File: config.mk
export PLATFORM = sky130hd
export DESIGN_NAME = biquad_cascade_iir_fixed
export DESIGN_NICKNAME = d
export VERILOG_FILES = /design/src/bqc_pkg.sv /design/src/biquad_cascade_iir_fixed.sv /design/src/bqc_ucode_rom.sv /design/src/bqc_cfg_regs.sv /design/src/bqc_datapath.sv
export SDC_FILE = /design/constraint.sdc
export NUM_CORES = 1
export LEC_CHECK = 0
export ABC_AREA = 0
export BUFFER_PORTS_ARGS = -buffer_cell sky130_fd_sc_hd__buf_2
export CAP_MARGIN = 15
export CORE_MARGIN = 2
export CORE_UTILIZATION = 40
export CTS_CLUSTER_DIAMETER = 150
export DETAILED_ROUTE_END_ITERATION = 16
export PLACE_DENSITY = 0.67
export SYNTH_ARGS = -nofsm -noshare
export SYNTH_HDL_FRONTEND = slang
export SYNTH_SLANG_ARGS = --single-unit
export TNS_END_PERCENT = 30
File: constraint.sdc
create_clock -name clk -period 22.8 [get_ports clk]
set_input_delay 4.56 -clock clk [delete_from_list [all_inputs] [get_ports clk]]
set_output_delay 4.56 -clock clk [all_outputs]
set_load 0.05 [all_outputs]
File: src/bqc_pkg.sv
// Shared types, widths and control codes of the cascaded biquad filter.
// No dependencies; every other file of the block imports this package.
package bqc_pkg;

	localparam int DATA_W            = 16;
	localparam int OUT_W             = 12;
	localparam int COEF_W            = 16;
	localparam int PROD_W            = 32;
	localparam int ACC_W             = 34;
	localparam int FRAC_SHIFT        = 11;
	localparam int OUT_SHIFT         = 4;
	localparam int MAX_SECTIONS      = 2;
	localparam int DEF_SECTION_COUNT = 2;
	localparam int APB_ADDR_W        = 6;
	localparam int APB_DATA_W        = 64;
	localparam int REG_IDX_W         = 3;
	localparam int UC_ADDR_W         = 4;

	// Register indexes (byte address is eight times the index).
	localparam logic [REG_IDX_W-1:0] REG_SEC0_FWD  = 3'd0;
	localparam logic [REG_IDX_W-1:0] REG_SEC0_FBK  = 3'd1;
	localparam logic [REG_IDX_W-1:0] REG_SEC0_GAIN = 3'd2;
	localparam logic [REG_IDX_W-1:0] REG_SEC1_FWD  = 3'd3;
	localparam logic [REG_IDX_W-1:0] REG_SEC1_FBK  = 3'd4;
	localparam logic [REG_IDX_W-1:0] REG_SEC1_GAIN = 3'd5;

	// Multiplier operand pairs.
	localparam logic [2:0] MUL_NONE = 3'd0;
	localparam logic [2:0] MUL_A1W1 = 3'd1;
	localparam logic [2:0] MUL_A2W2 = 3'd2;
	localparam logic [2:0] MUL_B0W  = 3'd3;
	localparam logic [2:0] MUL_B1W1 = 3'd4;
	localparam logic [2:0] MUL_B2W2 = 3'd5;
	localparam logic [2:0] MUL_VG   = 3'd6;

	// Accumulator operations.
	localparam logic [2:0] ACC_HOLD   = 3'd0;
	localparam logic [2:0] ACC_LOAD_X = 3'd1;
	localparam logic [2:0] ACC_LOAD_P = 3'd2;
	localparam logic [2:0] ACC_ADD_P  = 3'd3;
	localparam logic [2:0] ACC_SUB_P  = 3'd4;

	// Write-back targets of the shifted accumulator value.
	localparam logic [1:0] WB_NONE = 2'd0;
	localparam logic [1:0] WB_W    = 2'd1;
	localparam logic [1:0] WB_V    = 2'd2;
	localparam logic [1:0] WB_Y    = 2'd3;

	localparam logic [UC_ADDR_W-1:0] UC_SEC_START = '0;

	typedef struct packed {
		logic [2:0]           mul_sel;
		logic [2:0]           acc_op;
		logic [1:0]           wb;
		logic                 last;
		logic [UC_ADDR_W-1:0] jump;
	} ucw_t;

	typedef struct packed {
		logic [MAX_SECTIONS-1:0][3*COEF_W-1:0] fwd;
		logic [MAX_SECTIONS-1:0][2*COEF_W-1:0] fbk;
		logic [MAX_SECTIONS-1:0][COEF_W-1:0]   gain;
	} cfg_t;

endpackage

File: src/biquad_cascade_iir_fixed.sv
// Top level of the cascaded direct-form-II biquad filter: sequencer and handshakes.
// Depends on bqc_pkg, bqc_ucode_rom, bqc_cfg_regs and bqc_datapath.
//
//   Channel   Direction  Handshake              Payload
//   input     in         in_valid / in_stall    sample_in  (signed 16)
//   output    out        out_valid / out_stall  sample_out (signed 12)
//   config    in/out     APB psel/penable       paddr, pwdata, prdata (64-bit data)
//
// An item is accepted when the block is idle; it then runs nine microcode steps per
// section through one shared 16x16 multiplier and a 34-bit accumulator, and the block
// stays busy, taking no new item, until the last step of the last section registers
// the result.
// The result sits in an output register; while it is stalled the block still accepts
// and computes the next item, and holds in the final step if the old result is not
// yet taken. Reset clears the configuration registers, the delay words and control.
module biquad_cascade_iir_fixed
	import bqc_pkg::*;
#(
	parameter int SECTION_COUNT = DEF_SECTION_COUNT
) (
	input  logic                     clk,
	input  logic                     arst_n,
	input  logic                     in_valid,
	output logic                     in_stall,
	input  logic signed [DATA_W-1:0] sample_in,
	output logic                     out_valid,
	input  logic                     out_stall,
	output logic signed [OUT_W-1:0]  sample_out,
	input  logic                     psel,
	input  logic                     penable,
	input  logic                     pwrite,
	input  logic [APB_ADDR_W-1:0]    paddr,
	input  logic [APB_DATA_W-1:0]    pwdata,
	output logic [APB_DATA_W-1:0]    prdata,
	output logic                     pready
);

	localparam int SEC_W = (SECTION_COUNT > 1) ? $clog2(SECTION_COUNT) : 1;

	logic                     busy_q;
	logic [UC_ADDR_W-1:0]     step_q;
	logic [SEC_W-1:0]         sec_q;
	logic                     out_valid_q;
	logic signed [OUT_W-1:0]  sample_out_q;

	ucw_t                     ucw;
	cfg_t                     cfg;
	logic signed [DATA_W-1:0] y_nxt;
	logic                     in_acc;
	logic                     more;
	logic                     finish;
	logic                     hold;
	logic                     adv;

	assign pready     = 1'b1;
	assign in_stall   = busy_q;
	assign out_valid  = out_valid_q;
	assign sample_out = sample_out_q;

	assign in_acc = in_valid && !busy_q;
	assign more   = (sec_q != SEC_W'(SECTION_COUNT - 1));
	assign finish = busy_q && ucw.last && !more;
	// Hold the last step while the previous result still waits downstream.
	assign hold   = finish && out_valid_q && out_stall;
	assign adv    = busy_q && !hold;

	bqc_ucode_rom u_rom (
		.addr (step_q),
		.ucw  (ucw)
	);

	bqc_cfg_regs u_cfg (
		.clk     (clk),
		.arst_n  (arst_n),
		.psel    (psel),
		.penable (penable),
		.pwrite  (pwrite),
		.paddr   (paddr),
		.pwdata  (pwdata),
		.prdata  (prdata),
		.cfg     (cfg)
	);

	bqc_datapath #(
		.SECTION_COUNT (SECTION_COUNT),
		.SEC_W         (SEC_W)
	) u_dp (
		.clk       (clk),
		.arst_n    (arst_n),
		.cfg       (cfg),
		.ucw       (ucw),
		.en        (adv),
		.sec       (sec_q),
		.load      (in_acc),
		.sample_in (sample_in),
		.y_nxt     (y_nxt)
	);

	// Step counter with a conditional jump back to the section entry.
	always_ff @(posedge clk or negedge arst_n) begin
		if (!arst_n) begin
			busy_q <= 1'b0;
			step_q <= UC_SEC_START;
			sec_q  <= '0;
		end else if (in_acc) begin
			busy_q <= 1'b1;
			step_q <= UC_SEC_START;
			sec_q  <= '0;
		end else if (adv) begin
			if (ucw.last) begin
				if (more) begin
					sec_q  <= sec_q + SEC_W'(1);
					step_q <= ucw.jump;
				end else begin
					busy_q <= 1'b0;
				end
			end else begin
				step_q <= step_q + UC_ADDR_W'(1);
			end
		end
	end

	always_ff @(posedge clk or negedge arst_n) begin
		if (!arst_n) begin
			out_valid_q <= 1'b0;
		end else if (finish && adv) begin
			out_valid_q <= 1'b1;
		end else if (!out_stall) begin
			out_valid_q <= 1'b0;
		end
	end

	always_ff @(posedge clk) begin
		if (finish && adv) begin
			sample_out_q <= y_nxt[OUT_SHIFT +: OUT_W];
		end
	end

endmodule

File: src/bqc_ucode_rom.sv
// Microcode store of the biquad sequencer: one control word per step.
// Depends on bqc_pkg.
module bqc_ucode_rom
	import bqc_pkg::*;
(
	input  logic [UC_ADDR_W-1:0] addr,
	output ucw_t                 ucw
);

	// One section takes nine steps; each product is registered and then consumed by the step that follows it.
	always_comb begin
		ucw = '{mul_sel: MUL_NONE, acc_op: ACC_HOLD, wb: WB_NONE, last: 1'b0, jump: UC_SEC_START};
		case (addr)
			4'd0: begin
				ucw.acc_op  = ACC_LOAD_X;
				ucw.mul_sel = MUL_A1W1;
			end
			4'd1: begin
				ucw.acc_op  = ACC_SUB_P;
				ucw.mul_sel = MUL_A2W2;
			end
			4'd2: begin
				ucw.acc_op = ACC_SUB_P;
				ucw.wb     = WB_W;
			end
			4'd3: begin
				ucw.mul_sel = MUL_B0W;
			end
			4'd4: begin
				ucw.acc_op  = ACC_LOAD_P;
				ucw.mul_sel = MUL_B1W1;
			end
			4'd5: begin
				ucw.acc_op  = ACC_ADD_P;
				ucw.mul_sel = MUL_B2W2;
			end
			4'd6: begin
				ucw.acc_op = ACC_ADD_P;
				ucw.wb     = WB_V;
			end
			4'd7: begin
				ucw.mul_sel = MUL_VG;
			end
			4'd8: begin
				ucw.acc_op = ACC_LOAD_P;
				ucw.wb     = WB_Y;
				ucw.last   = 1'b1;
				ucw.jump   = UC_SEC_START;
			end
			default: begin
				ucw.acc_op = ACC_HOLD;
			end
		endcase
	end

endmodule

File: src/bqc_cfg_regs.sv
// APB-style configuration registers holding coefficients and gains.
// Depends on bqc_pkg.
module bqc_cfg_regs
	import bqc_pkg::*;
(
	input  logic                  clk,
	input  logic                  arst_n,
	input  logic                  psel,
	input  logic                  penable,
	input  logic                  pwrite,
	input  logic [APB_ADDR_W-1:0] paddr,
	input  logic [APB_DATA_W-1:0] pwdata,
	output logic [APB_DATA_W-1:0] prdata,
	output cfg_t                  cfg
);

	cfg_t                 cfg_q;
	logic [REG_IDX_W-1:0] idx;
	logic                 wr_en;

	assign idx   = paddr[APB_ADDR_W-1 -: REG_IDX_W];
	assign wr_en = psel && penable && pwrite;
	assign cfg   = cfg_q;

	always_ff @(posedge clk or negedge arst_n) begin
		if (!arst_n) begin
			cfg_q <= '0;
		end else if (wr_en) begin
			case (idx)
				REG_SEC0_FWD:  cfg_q.fwd[0]  <= pwdata[3*COEF_W-1:0];
				REG_SEC0_FBK:  cfg_q.fbk[0]  <= pwdata[2*COEF_W-1:0];
				REG_SEC0_GAIN: cfg_q.gain[0] <= pwdata[COEF_W-1:0];
				REG_SEC1_FWD:  cfg_q.fwd[1]  <= pwdata[3*COEF_W-1:0];
				REG_SEC1_FBK:  cfg_q.fbk[1]  <= pwdata[2*COEF_W-1:0];
				REG_SEC1_GAIN: cfg_q.gain[1] <= pwdata[COEF_W-1:0];
				default: ;
			endcase
		end
	end

	always_comb begin
		case (idx)
			REG_SEC0_FWD:  prdata = APB_DATA_W'(cfg_q.fwd[0]);
			REG_SEC0_FBK:  prdata = APB_DATA_W'(cfg_q.fbk[0]);
			REG_SEC0_GAIN: prdata = APB_DATA_W'(cfg_q.gain[0]);
			REG_SEC1_FWD:  prdata = APB_DATA_W'(cfg_q.fwd[1]);
			REG_SEC1_FBK:  prdata = APB_DATA_W'(cfg_q.fbk[1]);
			REG_SEC1_GAIN: prdata = APB_DATA_W'(cfg_q.gain[1]);
			default:       prdata = '0;
		endcase
	end

endmodule

File: src/bqc_datapath.sv
// Shared multiply-accumulate datapath with the per-section delay words.
// Depends on bqc_pkg; driven by control words from bqc_ucode_rom.
module bqc_datapath
	import bqc_pkg::*;
#(
	parameter int SECTION_COUNT = DEF_SECTION_COUNT,
	parameter int SEC_W         = 1
) (
	input  logic                     clk,
	input  logic                     arst_n,
	input  cfg_t                     cfg,
	input  ucw_t                     ucw,
	input  logic                     en,
	input  logic [SEC_W-1:0]         sec,
	input  logic                     load,
	input  logic signed [DATA_W-1:0] sample_in,
	output logic signed [DATA_W-1:0] y_nxt
);

	logic signed [DATA_W-1:0] w1_q [SECTION_COUNT];
	logic signed [DATA_W-1:0] w2_q [SECTION_COUNT];
	logic signed [DATA_W-1:0] x_q;
	logic signed [DATA_W-1:0] w_q;
	logic signed [DATA_W-1:0] v_q;
	logic signed [PROD_W-1:0] prod_q;
	logic signed [ACC_W-1:0]  acc_q;

	logic [3*COEF_W-1:0]      fwd_sel;
	logic [2*COEF_W-1:0]      fbk_sel;
	logic [COEF_W-1:0]        gain_sel;
	logic signed [DATA_W-1:0] w1_sel;
	logic signed [DATA_W-1:0] w2_sel;
	logic signed [COEF_W-1:0] mul_a;
	logic signed [DATA_W-1:0] mul_b;
	logic signed [PROD_W-1:0] prod_c;
	logic signed [ACC_W-1:0]  prod_ext;
	logic signed [ACC_W-1:0]  acc_nxt;

	always_comb begin
		fwd_sel  = '0;
		fbk_sel  = '0;
		gain_sel = '0;
		w1_sel   = '0;
		w2_sel   = '0;
		for (int i = 0; i < SECTION_COUNT; i++) begin
			if (sec == SEC_W'(i)) begin
				fwd_sel  = cfg.fwd[i];
				fbk_sel  = cfg.fbk[i];
				gain_sel = cfg.gain[i];
				w1_sel   = w1_q[i];
				w2_sel   = w2_q[i];
			end
		end
	end

	always_comb begin
		case (ucw.mul_sel)
			MUL_A1W1: begin mul_a = fbk_sel[COEF_W-1:0];           mul_b = w1_sel; end
			MUL_A2W2: begin mul_a = fbk_sel[2*COEF_W-1:COEF_W];    mul_b = w2_sel; end
			MUL_B0W:  begin mul_a = fwd_sel[COEF_W-1:0];           mul_b = w_q;    end
			MUL_B1W1: begin mul_a = fwd_sel[2*COEF_W-1:COEF_W];    mul_b = w1_sel; end
			MUL_B2W2: begin mul_a = fwd_sel[3*COEF_W-1:2*COEF_W];  mul_b = w2_sel; end
			MUL_VG:   begin mul_a = gain_sel;                      mul_b = v_q;    end
			default:  begin mul_a = '0;                            mul_b = '0;     end
		endcase
	end

	assign prod_c   = mul_a * mul_b;
	assign prod_ext = {{(ACC_W-PROD_W){prod_q[PROD_W-1]}}, prod_q};

	always_comb begin
		case (ucw.acc_op)
			ACC_LOAD_X: acc_nxt = {{(ACC_W-DATA_W){x_q[DATA_W-1]}}, x_q};
			ACC_LOAD_P: acc_nxt = prod_ext;
			ACC_ADD_P:  acc_nxt = acc_q + prod_ext;
			ACC_SUB_P:  acc_nxt = acc_q - prod_ext;
			default:    acc_nxt = acc_q;
		endcase
	end

	// Arithmetic shift right followed by a 16-bit wrap is a plain bit slice.
	assign y_nxt = acc_nxt[FRAC_SHIFT +: DATA_W];

	always_ff @(posedge clk) begin
		if (load) begin
			x_q <= sample_in;
		end else if (en && ucw.wb == WB_Y) begin
			x_q <= y_nxt;
		end
		if (en) begin
			acc_q <= acc_nxt;
			if (ucw.mul_sel != MUL_NONE) begin
				prod_q <= prod_c;
			end
			if (ucw.wb == WB_W) begin
				w_q <= y_nxt;
			end
			if (ucw.wb == WB_V) begin
				v_q <= y_nxt;
			end
		end
	end

	always_ff @(posedge clk or negedge arst_n) begin
		if (!arst_n) begin
			for (int i = 0; i < SECTION_COUNT; i++) begin
				w1_q[i] <= '0;
				w2_q[i] <= '0;
			end
		end else begin
			for (int i = 0; i < SECTION_COUNT; i++) begin
				if (en && ucw.wb == WB_Y && sec == SEC_W'(i)) begin
					w2_q[i] <= w1_q[i];
					w1_q[i] <= w_q;
				end
			end
		end
	end

endmodule

==> Yosys cells after proc, flatten, opt, wreduce, memory -nomap -nowiden <==
Index checks and enable logic that the tools add are counted.
Widths: inputs -> output; s select.
{ "op_classes": {"add_sub_neg": 4, "reduce_logical": 40, "mul": 1, "mux": 29, "n_bitwise": 1, "eq_ne": 28} }
{ "op_table": {"columns": ["operator", "count"], "rows": [
  ["$pmux 48 s6", 1],
  ["$pmux 34 s4", 1],
  ["$pmux 16 s6", 1],
  ["$mux 16", 5],
  ["$pmux 16 s4", 1],
  ["$mux 48", 1],
  ["$add 34x32->34", 1],
  ["$sub 34x32->34", 1],
  ["$mul 16x16->32", 1],
  ["$mux 32", 1],
  ["$reduce_and 2->1", 12],
  ["$eq 3x2->1 const B", 6],
  ["$eq 3x3->1 const B", 6],
  ["$pmux 3 s6", 1],
  ["$eq 4x3->1 const B", 4],
  ["$mux 4", 4],
  ["$logic_and 1x1->1", 12],
  ["$pmux 3 s4", 1],
  ["$mux 1", 10],
  ["$reduce_or 2->1", 5],
  ["$eq 3x1->1 const B", 3],
  ["$eq 4x2->1 const B", 2],
  ["$reduce_bool 2->1", 4],
  ["$pmux 2 s3", 1],
  ["16 further kinds", 18]
]} }
{ "word_totals": {"regBits": 389} }

==> Depth between registers and ports, before layout <==
Gate-level depths: netlist of run 1.
{ "depth": {"word_depth": 11, "mapped_depth": 32} }

==> By module <==
From an unflattened synthesis of run 1, not the netlist that was laid out.
{ "hier_totals": {"hier_cells": 2764, "hier_area_um2": 29343.1} }
{ "modules_own_cells": {"columns": ["mod", "instances", "cells_per_inst", "area_each_um2"], "rows": [
  ["bqc_datapath", 1, 2033, 19473.7],
  ["bqc_cfg_regs", 1, 651, 8912.3],
  ["biquad_cascade_iir_fixed", 1, 51, 753.2],
  ["bqc_ucode_rom", 1, 29, 203.9]
]} }

==> Worst setup path before layout of run 1 <==
Ideal clock, no wire load.
{ "synth_path": {"path_type": "input to output", "from": "in paddr[4]", "to": "out prdata[0]", "n_path_buf": 2, "path_stages": 5, "arrival_ns": 6.132, "path_slack_ns": 12.108, "path_cell_list": "clkbuf_1 > nor3b_1 > clkbuf_1 > a22oi_1 > nand3_1"} }
{ "synth_via": {"elab_chain_cells": 2, "elab_cells_between_ends": 7} }
{ "synth_lines": {"columns": ["element", "line", "rtl"], "rows": [
  ["start: declaration", "biquad_cascade_iir_fixed.sv:32", "input logic [APB_ADDR_W-1:0] paddr,"],
  ["$eq 3x3->1 (tied with other cells)", "bqc_cfg_regs.sv:42", "case (idx)"],
  ["$pmux 48 s6 *", "bqc_cfg_regs.sv:42", null],
  ["end: declaration", "biquad_cascade_iir_fixed.sv:34", "output logic [APB_DATA_W-1:0] prdata,"]
]} }
Every way passes the cells marked *; elsewhere a longest branch is shown, timed or not.

==> Worst setup path after layout of run 1 <==
{ "layout_path": {"from": "in paddr[5]", "to": "out prdata[25]"} }
Same word-level chain as after synthesis.

==> qor.yml, run 1 <==
placement:
  place.port_buffers: 135
  place_inst: 3594
  gp_congestion: 0.8751
  place_hpwl_um: 54770
global_route:
  largest_net_degree_at_the_start_of_global_routing: 99
  first_global_vias: 20620
  number_of_antenna_violations_at_the_first_check_in_global_routing: 6
  first_pass_grt_wire_length_um: 120500
  grt_util_all_layers: 0.2177
  grt_overflow: 0
final_layout:
  register_area_mm2: 0.01001
  final.fill_count: 6456
  layout-drive-gt1-share: 0.2111
  final_nets: 3126
  footprint_of_the_multi_input_gates_mm2: 0.01621
  final_cell_count_no_fill: 3673
  layout-area-overhead-vs-synth_pct: 11.39
critical_path:
  register_to_register_path_depth: 23
  regToRegSetupSlack_ns: 13.11
  critical_path_class: "in -> out"
  critical_path.cell_chain: "buf_2, and3b_2, buf_4, a22oi_1, nand2_1, buf_2"
  worstSetupStartpointType: "input pin"
  crit_required_ns: 18.24
  reg_to_reg_end: "u_dp.prod_q[26]"
  critPathMostFrequentCell: "buf_2"
  cp-startpoint: "paddr[5]"
  crit_path_end: "prdata[25]"
  crit_path_max_fanout: 29
  endpoint_kind: "primary output"
  worst_path_max_delay_cell: "and3b_2"
  critical_path_arrival_ns: 6.51
  worst_path_largest_cell_delay_ns: 0.66
  crit-reg2reg-launch: "sec_q"
sta:
  finalSetupViolations: 0
  tns_ns: 0
  final_max_slew_viol_count: 0
  clock-skew-final_ns: 0.01714
  max_freq_mhz: 90.37
  final_critical_path_share_of_the_clock_period: 0.4853
  final_period_minus_worst_setup_slack_ns: 11.07
  unrepaired_setup_endpoints_after_global_routing: "false"
  timing_worst_slew_pin_value_ns: 1.171
  timing.final.hold_violations: 0
  slew_headroom: 0.2194
yosys:
  syn_area_mm2: 0.02780
  most_area_hungry_cell_type_in_the_yosys_netlist: "dfrtp_1"
  synth.distinct_cells: 77
  most_instantiated_cells_after_synthesis: "inv_1, mux2_2, nand2_1, dfrtp_1, fa_1"
  synth.top_cells.by_area: "dfrtp_1, fa_1, edfxtp_1"
  synth.top_cell.area_share: 0.2368
  async_reset_ff_frac: 0.6976
  synthMostInstantiatedCell: "inv_1"
  syn_area_per_cell_um2: 10.67
  synth-seq-area-share: 0.3599
  ys_warn_count: 0
  ys_seq_elements: 377
  syn-instance-count: 2606
  synth_edf_count: 114
  postSynth.topFlopCell: "dfrtp_1"
clock_tree:
  tritoncts: "done"
  cts_resized: 0
  cts-root-to-sink-buffers: 3
  clock_latency_ns: 0.57
  cts_root_cell: "clkbuf_16"
  post_cts.repair.setup_buffers: 0
  cts.htree.levels: 2
  clk_transition_reported_paths_ns: 0.06
  cts-buffers-inserted: 41
  holdBufCountCts: 0
  numClockSinks: 377
routing:
  final_antenna_net_count: 0
  remaining_drc_errors: 0
  post_drt_wl_per_cell_um: 20.83
  drt-total-wl_um: 76500
  drt_first_iter_violations: 1826
  drt-pass1-iter-count: 9
  via_per_inst: 5.535
  vias: 20330
die:
  design.portCount: 172
  die-height_um: 267.6
  start_util: 0.4046
  die-area_mm2: 0.07162
  placement_rows: 96
  die_w_um: 267.6
  placeableCoreArea_mm2: 0.06871
power_and_ir_drop:
  ir_worst_vdd_mv: 0.07864
  cellLeakagePower_nw: 14.13
  cellPowerDensity_mw_per_mm2: 161.1
outcome:
  outcome: "completed"
hold_path:
  hold_class: "reg -> reg"
run:
  drv.max_cap_violation_count: 0
## cells in the final DEF, fill, tap and decap left out, drive strengths merged, types with 7 or more instances in the layout
cell type / Yosys / routed
inv: 292 / 296
nand2: 283 / 283
mux2: 282 / 282
dfrtp: 263 / 263
fa: 220 / 220
nor2: 206 / 206
buf: 75 / 183
edfxtp: 114 / 114
ha: 107 / 107
a22oi: 86 / 86
mux2i: 75 / 75
a21oi: 68 / 68
o21ai: 55 / 55
clkbuf: 66 / 54
xnor2: 51 / 51
xor2: 31 / 31
o22ai: 30 / 30
nand3: 28 / 28
nor3: 20 / 20
nand2b: 19 / 19
a21o: 17 / 17
conb: 2 / 17
a22o: 16 / 16
o31ai: 14 / 14
or3: 13 / 13
a221oi: 13 / 13
a211oi: 12 / 12
a221o: 11 / 11
o2111ai: 11 / 11
a222oi: 10 / 10
o2111a: 9 / 9
and2: 8 / 8
o21a: 8 / 8
a31oi: 8 / 8
nor2b: 8 / 8
clkinv: 1 / 8
o21bai: 7 / 7
nor4: 7 / 7
## worst max-delay path, delay by kind of cell
kind                   cells  cell delay (ns)
AO/OA/AOI/OAI              1             0.16
buffers and inverters      3             0.92
AND/OR/NAND/NOR            2             0.84
## sequential cells by signal, summed over array words and instances, names as in the netlist
| name | count |
|---|---|
| u_cfg.cfg | 192 |
| u_dp.w1_q | 32 |
| u_dp.w2_q | 32 |
| u_dp.acc_q | 27 |
| u_dp.prod_q | 27 |
| u_dp.v_q | 16 |
| u_dp.w_q | 16 |
| u_dp.x_q | 16 |
| sample_out | 12 |
| step_q | 4 |
| in_stall | 1 |
| out_valid | 1 |
| sec_q | 1 |
## kinds of logic after synthesis
logic type / Yosys count / share of synthesized area
flops: 377 / 0.3599
simple gates: 629 / 0.09821
fa+ha+maj: 327 / 0.2066
xor+xnor: 83 / 0.02692
buf+inv: 434 / 0.06391
mux: 357 / 0.1412
compound gates: 397 / 0.1029
other cells: 2 / 0.0002702
## cell type report
type                       count  share of cell area
inverter                     293             0.03552
clock inverter                21            0.008324
multi-input combinational   1810              0.5236
timing repair buffer         183             0.03378
clock buffer                  54             0.03762
sequential                   377              0.3232
tap                          931             0.03762
antenna                        4           0.0003233
## per-layer routing
metal	up-vias	global-route usage	share of wire
li1	9107	-	-
met1	10380	0.2994	0.43
met2	719	0.3558	0.48
met3	120	0.03246	0.065
met4	0	0.06508	0.027
met5	-	0	0
## metrics by stage
stage	util	worst slack, ns	hold WS (ns)	cell area (um2)	power, mW
2_1_floorplan	-	12.11	0.4455	27850	3.288
3_3_place_gp	0.4298	11.81	0.4587	29530	4.223
3_5_place_dp	0.4298	11.81	0.4629	29530	4.263
4_1_cts	0.4505	11.81	0.4784	30950	4.990
5_1_grt	0.4506	11.70	0.5139	30960	5.375
6_report	0.4507	11.73	0.4798	30960	4.990
## how the worst min path moves through the flow
stage | start | to | cells past startpoint
finish | u_dp.w2_q[11] | u_dp.w2_q[11] | 2
global route | u_dp.w2_q[14] | u_dp.w2_q[14] | 2
CTS | u_dp.w2_q[10] | u_dp.w2_q[10] | 2
detailed placement | u_dp.w2_q[10] | u_dp.w2_q[10] | 2
global placement | u_dp.w2_q[10] | u_dp.w2_q[10] | 2
floorplan | u_dp.w2_q[0] | u_dp.w2_q[0] | 2
## where the power goes
group          switching (mW)  internal [mW]  total (mW)
sequential              0.178           1.05        1.23
combinational            1.92           1.14        3.06
clock                   0.285          0.419       0.704
Power figures use the tool's default switching activity.
==> run 2: changes to the inputs <==
--- a/config.mk
+++ b/config.mk
@@ -12,7 +12,7 @@
 export CORE_UTILIZATION = 40
 export CTS_CLUSTER_DIAMETER = 150
 export DETAILED_ROUTE_END_ITERATION = 16
-export PLACE_DENSITY = 0.67
+export PLACE_DENSITY = 0.7
 export SYNTH_ARGS = -nofsm -noshare
 export SYNTH_HDL_FRONTEND = slang
 export SYNTH_SLANG_ARGS = --single-unit
==> constraint.sdc (replaced) <==
create_clock -name clk -period 9.5 [get_ports clk]
set_input_delay 1.9 -clock clk [delete_from_list [all_inputs] [get_ports clk]]
set_output_delay 1.9 -clock clk [all_outputs]
set_load 0.05 [all_outputs]
==> run 2 against run 1 <==
  * Global-route usage down 0.22 points
  * Clock skew increased by 0.010 ns
  * Utilization is essentially flat
  * Routed wire length fell by 1.1%
  * Design area is essentially flat
  * Worst hold slack improved by 0.00089 ns
==> qor.yml, run 2 (same netlist as run 1, synthesis figures left out) <==
outcome:
  outcome: "completed"  # unchanged
global_route:
  largest_net_degree_at_the_start_of_global_routing: 142  # was 99
  first_global_vias: 21060  # was 20,620
  number_of_antenna_violations_at_the_first_check_in_global_routing: 9  # was 6
  grt_util_all_layers: 0.2155  # was 0.2177
  grt_overflow: 0  # unchanged
  first_pass_grt_wire_length_um: 119700  # was 120,500 um
critical_path:
  critical_path_class: "reg -> reg"  # was in -> out
  regToRegSetupSlack_ns: 0.97  # was 13.11 ns
  crit_required_ns: 9.79  # was 18.24 ns
  critical_path_arrival_ns: 8.82  # was 6.51 ns
  register_to_register_path_depth: 26  # was 23
  crit_path_end: "u_dp.prod_q[26]"  # was prdata[25]
  worstSetupStartpointType: "flop"  # was input pin
  crit_path_max_fanout: 12  # was 29
  reg_to_reg_end: "u_dp.prod_q[26]"  # unchanged
  crit-reg2reg-launch: "step_q[0]"  # was sec_q
  cp-startpoint: "step_q[0]"  # was paddr[5]
  endpoint_kind: "flop"  # was primary output
placement:
  place.port_buffers: 135  # unchanged
  post_dp_cell_area_mm2: 0.02965  # was 0.02953 mm2
  gp_congestion: 0.9315  # was 0.8751
  place_ws_ns: 1.062  # was 11.81 ns
  place_inst: 3606  # was 3,594
  place_hpwl_um: 54790  # was 54,770 um
power_and_ir_drop:
  cellPowerDensity_mw_per_mm2: 380.8  # was 161.1 mW/mm2
  p_sw_mw: 5.615  # was 2.384 mW
  cellLeakagePower_nw: 14.15  # was 14.13 nW
  ir_worst_vdd_mv: 0.1727  # was 0.07864 mV
  power_frac_clock: 0.132  # was 0.141
  comb_power_share: 0.616  # was 0.613
  cell_internal_pwr_mw: 6.175  # was 2.605 mW
  seqPwrFrac: 0.252  # was 0.246
  total_power_mw: 11.79  # was 4.990 mW
  power_switching_share: 0.4763  # was 0.4778
sta:
  clock-skew-final_ns: 0.02734  # was 0.01714 ns
  finalSetupViolations: 0  # unchanged
  setup_ws_ns: 0.9698  # was 11.73 ns
  slew_headroom: 0.1509  # was 0.2194
  final_period_minus_worst_setup_slack_ns: 8.530
  max_freq_mhz: 117.2
  tns_ns: 0  # unchanged
  timing.final.hold_violations: 0  # unchanged
  final_max_slew_viol_count: 0  # unchanged
  timing_worst_slew_pin_value_ns: 1.272  # was 1.171 ns
  final_critical_path_share_of_the_clock_period: 0.8979
  unrepaired_setup_endpoints_after_global_routing: "false"  # unchanged
  fin_worst_hold_slack_ns: 0.4807  # was 0.4798 ns
final_layout:
  layout_common_cells: "inv_1, mux2_2, nand2_1, dfrtp_1, fa_1"  # unchanged
  final_cell_count_no_fill: 3687  # was 3,673
  finished_layout_cell_area_mm2: 0.03096  # about the same
  layout.cells.most_common: "inv_1"  # unchanged
  final_nets: 3138  # was 3,126
  utilization: 0.4506  # was 0.4507
  layout-drive-gt1-share: 0.2113  # was 0.2111
  layout-area-overhead-vs-synth_pct: 11.37  # was 11.39%
  number_of_flip_flops_in_the_largest_register: 192  # unchanged
routing:
  remaining_drc_errors: 0  # unchanged
  drt_first_iter_violations: 1723  # was 1,826
  via_per_inst: 5.509  # was 5.535
  post_drt_wl_per_cell_um: 20.52  # was 20.83 um
  vias: 20310  # was 20,330
  drt-pass1-iter-count: 9  # unchanged
  final_antenna_net_count: 0  # unchanged
  drt-total-wl_um: 75660  # was 76,500 um
die:
  design.portCount: 172  # unchanged
  die-height_um: 267.6  # unchanged
  die_w_um: 267.6  # unchanged
  placement_rows: 96  # unchanged
  start_util: 0.4046  # unchanged
  die-area_mm2: 0.07162  # unchanged
  placeableCoreArea_mm2: 0.06871  # unchanged
clock_tree:
  clk_transition_reported_paths_ns: 0.06  # about the same
  cts_resized: 0  # unchanged
  cts_root_cell: "clkbuf_16"  # unchanged
  clock_latency_ns: 0.59  # was 0.57 ns
  cts.htree.levels: 2  # unchanged
  tritoncts: "done"  # unchanged
  cts-buffers-inserted: 40  # was 41
  cts-root-to-sink-buffers: 3  # unchanged
  post_cts.repair.setup_buffers: 0  # unchanged
  holdBufCountCts: 0  # unchanged
  numClockSinks: 377  # unchanged
hold_path:
  hold_class: "reg -> reg"  # unchanged
run:
  drv.max_cap_violation_count: 0  # unchanged
==> run 2: cell types whose count changed in the layout (fill, tap and decap cells not counted), sizes merged <==
cell / previous run / this run
buf: 183 / 196
bufinv: 5 / 1
clkbuf: 54 / 57
clkinv: 8 / 11
clkinvlp: 5 / 1
diode: 4 / 7
==> run 2: cell type report <==
type | instances | area (um2)
diodes | 7 | 17.52
clock buffers | 57 | 1135
clock inverters | 16 | 150.1
fillers | 6447 | 37750
inverters | 293 | 1100
multi-input cells | 1810 | 16220
flip-flops and latches | 377 | 10010
well taps | 931 | 1165
repair buffers | 196 | 1166
==> run 2: how the worst min path moves through the flow <==
stage	start	endpoint	slack [ns]	cells after the start
after floorplan	u_dp.w2_q[0]	u_dp.w2_q[0]	0.45	2
after global placement	u_dp.w2_q[3]	u_dp.w2_q[3]	0.46	2
after detailed placement	u_dp.w2_q[14]	u_dp.w2_q[14]	0.46	2
after CTS	u_dp.w1_q[12]	u_dp.w2_q[12]	0.48	2
after global routing	u_dp.w1_q[12]	u_dp.w2_q[12]	0.51	2
final	u_dp.w2_q[0]	u_dp.w2_q[0]	0.48	2
==> run 2: power groups by stage <==
stage / Clock [mW] / Sequential [mW] / Combinational [mW]
detailed placement: 0 / 2.98 / 7.20
floorplan: 0 / 2.80 / 5.09
global placement: 0 / 2.97 / 7.10
finish: 1.55 / 2.97 / 7.27
CTS: 1.57 / 2.96 / 7.24
global route: 1.64 / 3.03 / 8.01
==> run 2: critical path, cell delays in order (launching register included) <==
cell and delay, ns:
dfrtp_1 0.42, inv_1 0.11, ha_1 0.37, a21o_1 0.30
and2_1 0.38, buf_4 0.28, a222oi_1 0.24, and2_1 0.62
inv_1 0.35, nand2_1 0.18, fa_1 0.45, fa_1 0.54
inv_1 0.05, fa_1 0.38, fa_1 0.49, fa_1 0.50
inv_1 0.05, fa_1 0.53, inv_1 0.05, ha_1 0.34
a21o_1 0.13, a21oi_1 0.09, a31oi_1 0.27, o21a_1 0.29
a211oi_1 0.11, nor3_1 0.52, xnor2_1 0.17
==> run 2: metal layers <==
metal,part of all wire,vias up,routed length [um],GRT usage
met5,0.00030,-,23,0
met4,0.042,4,3164,0.09331
met3,0.072,170,5458,0.04018
met2,0.47,719,35610,0.3474
met1,0.41,10290,31400,0.2838
li1,-,9125,-,-
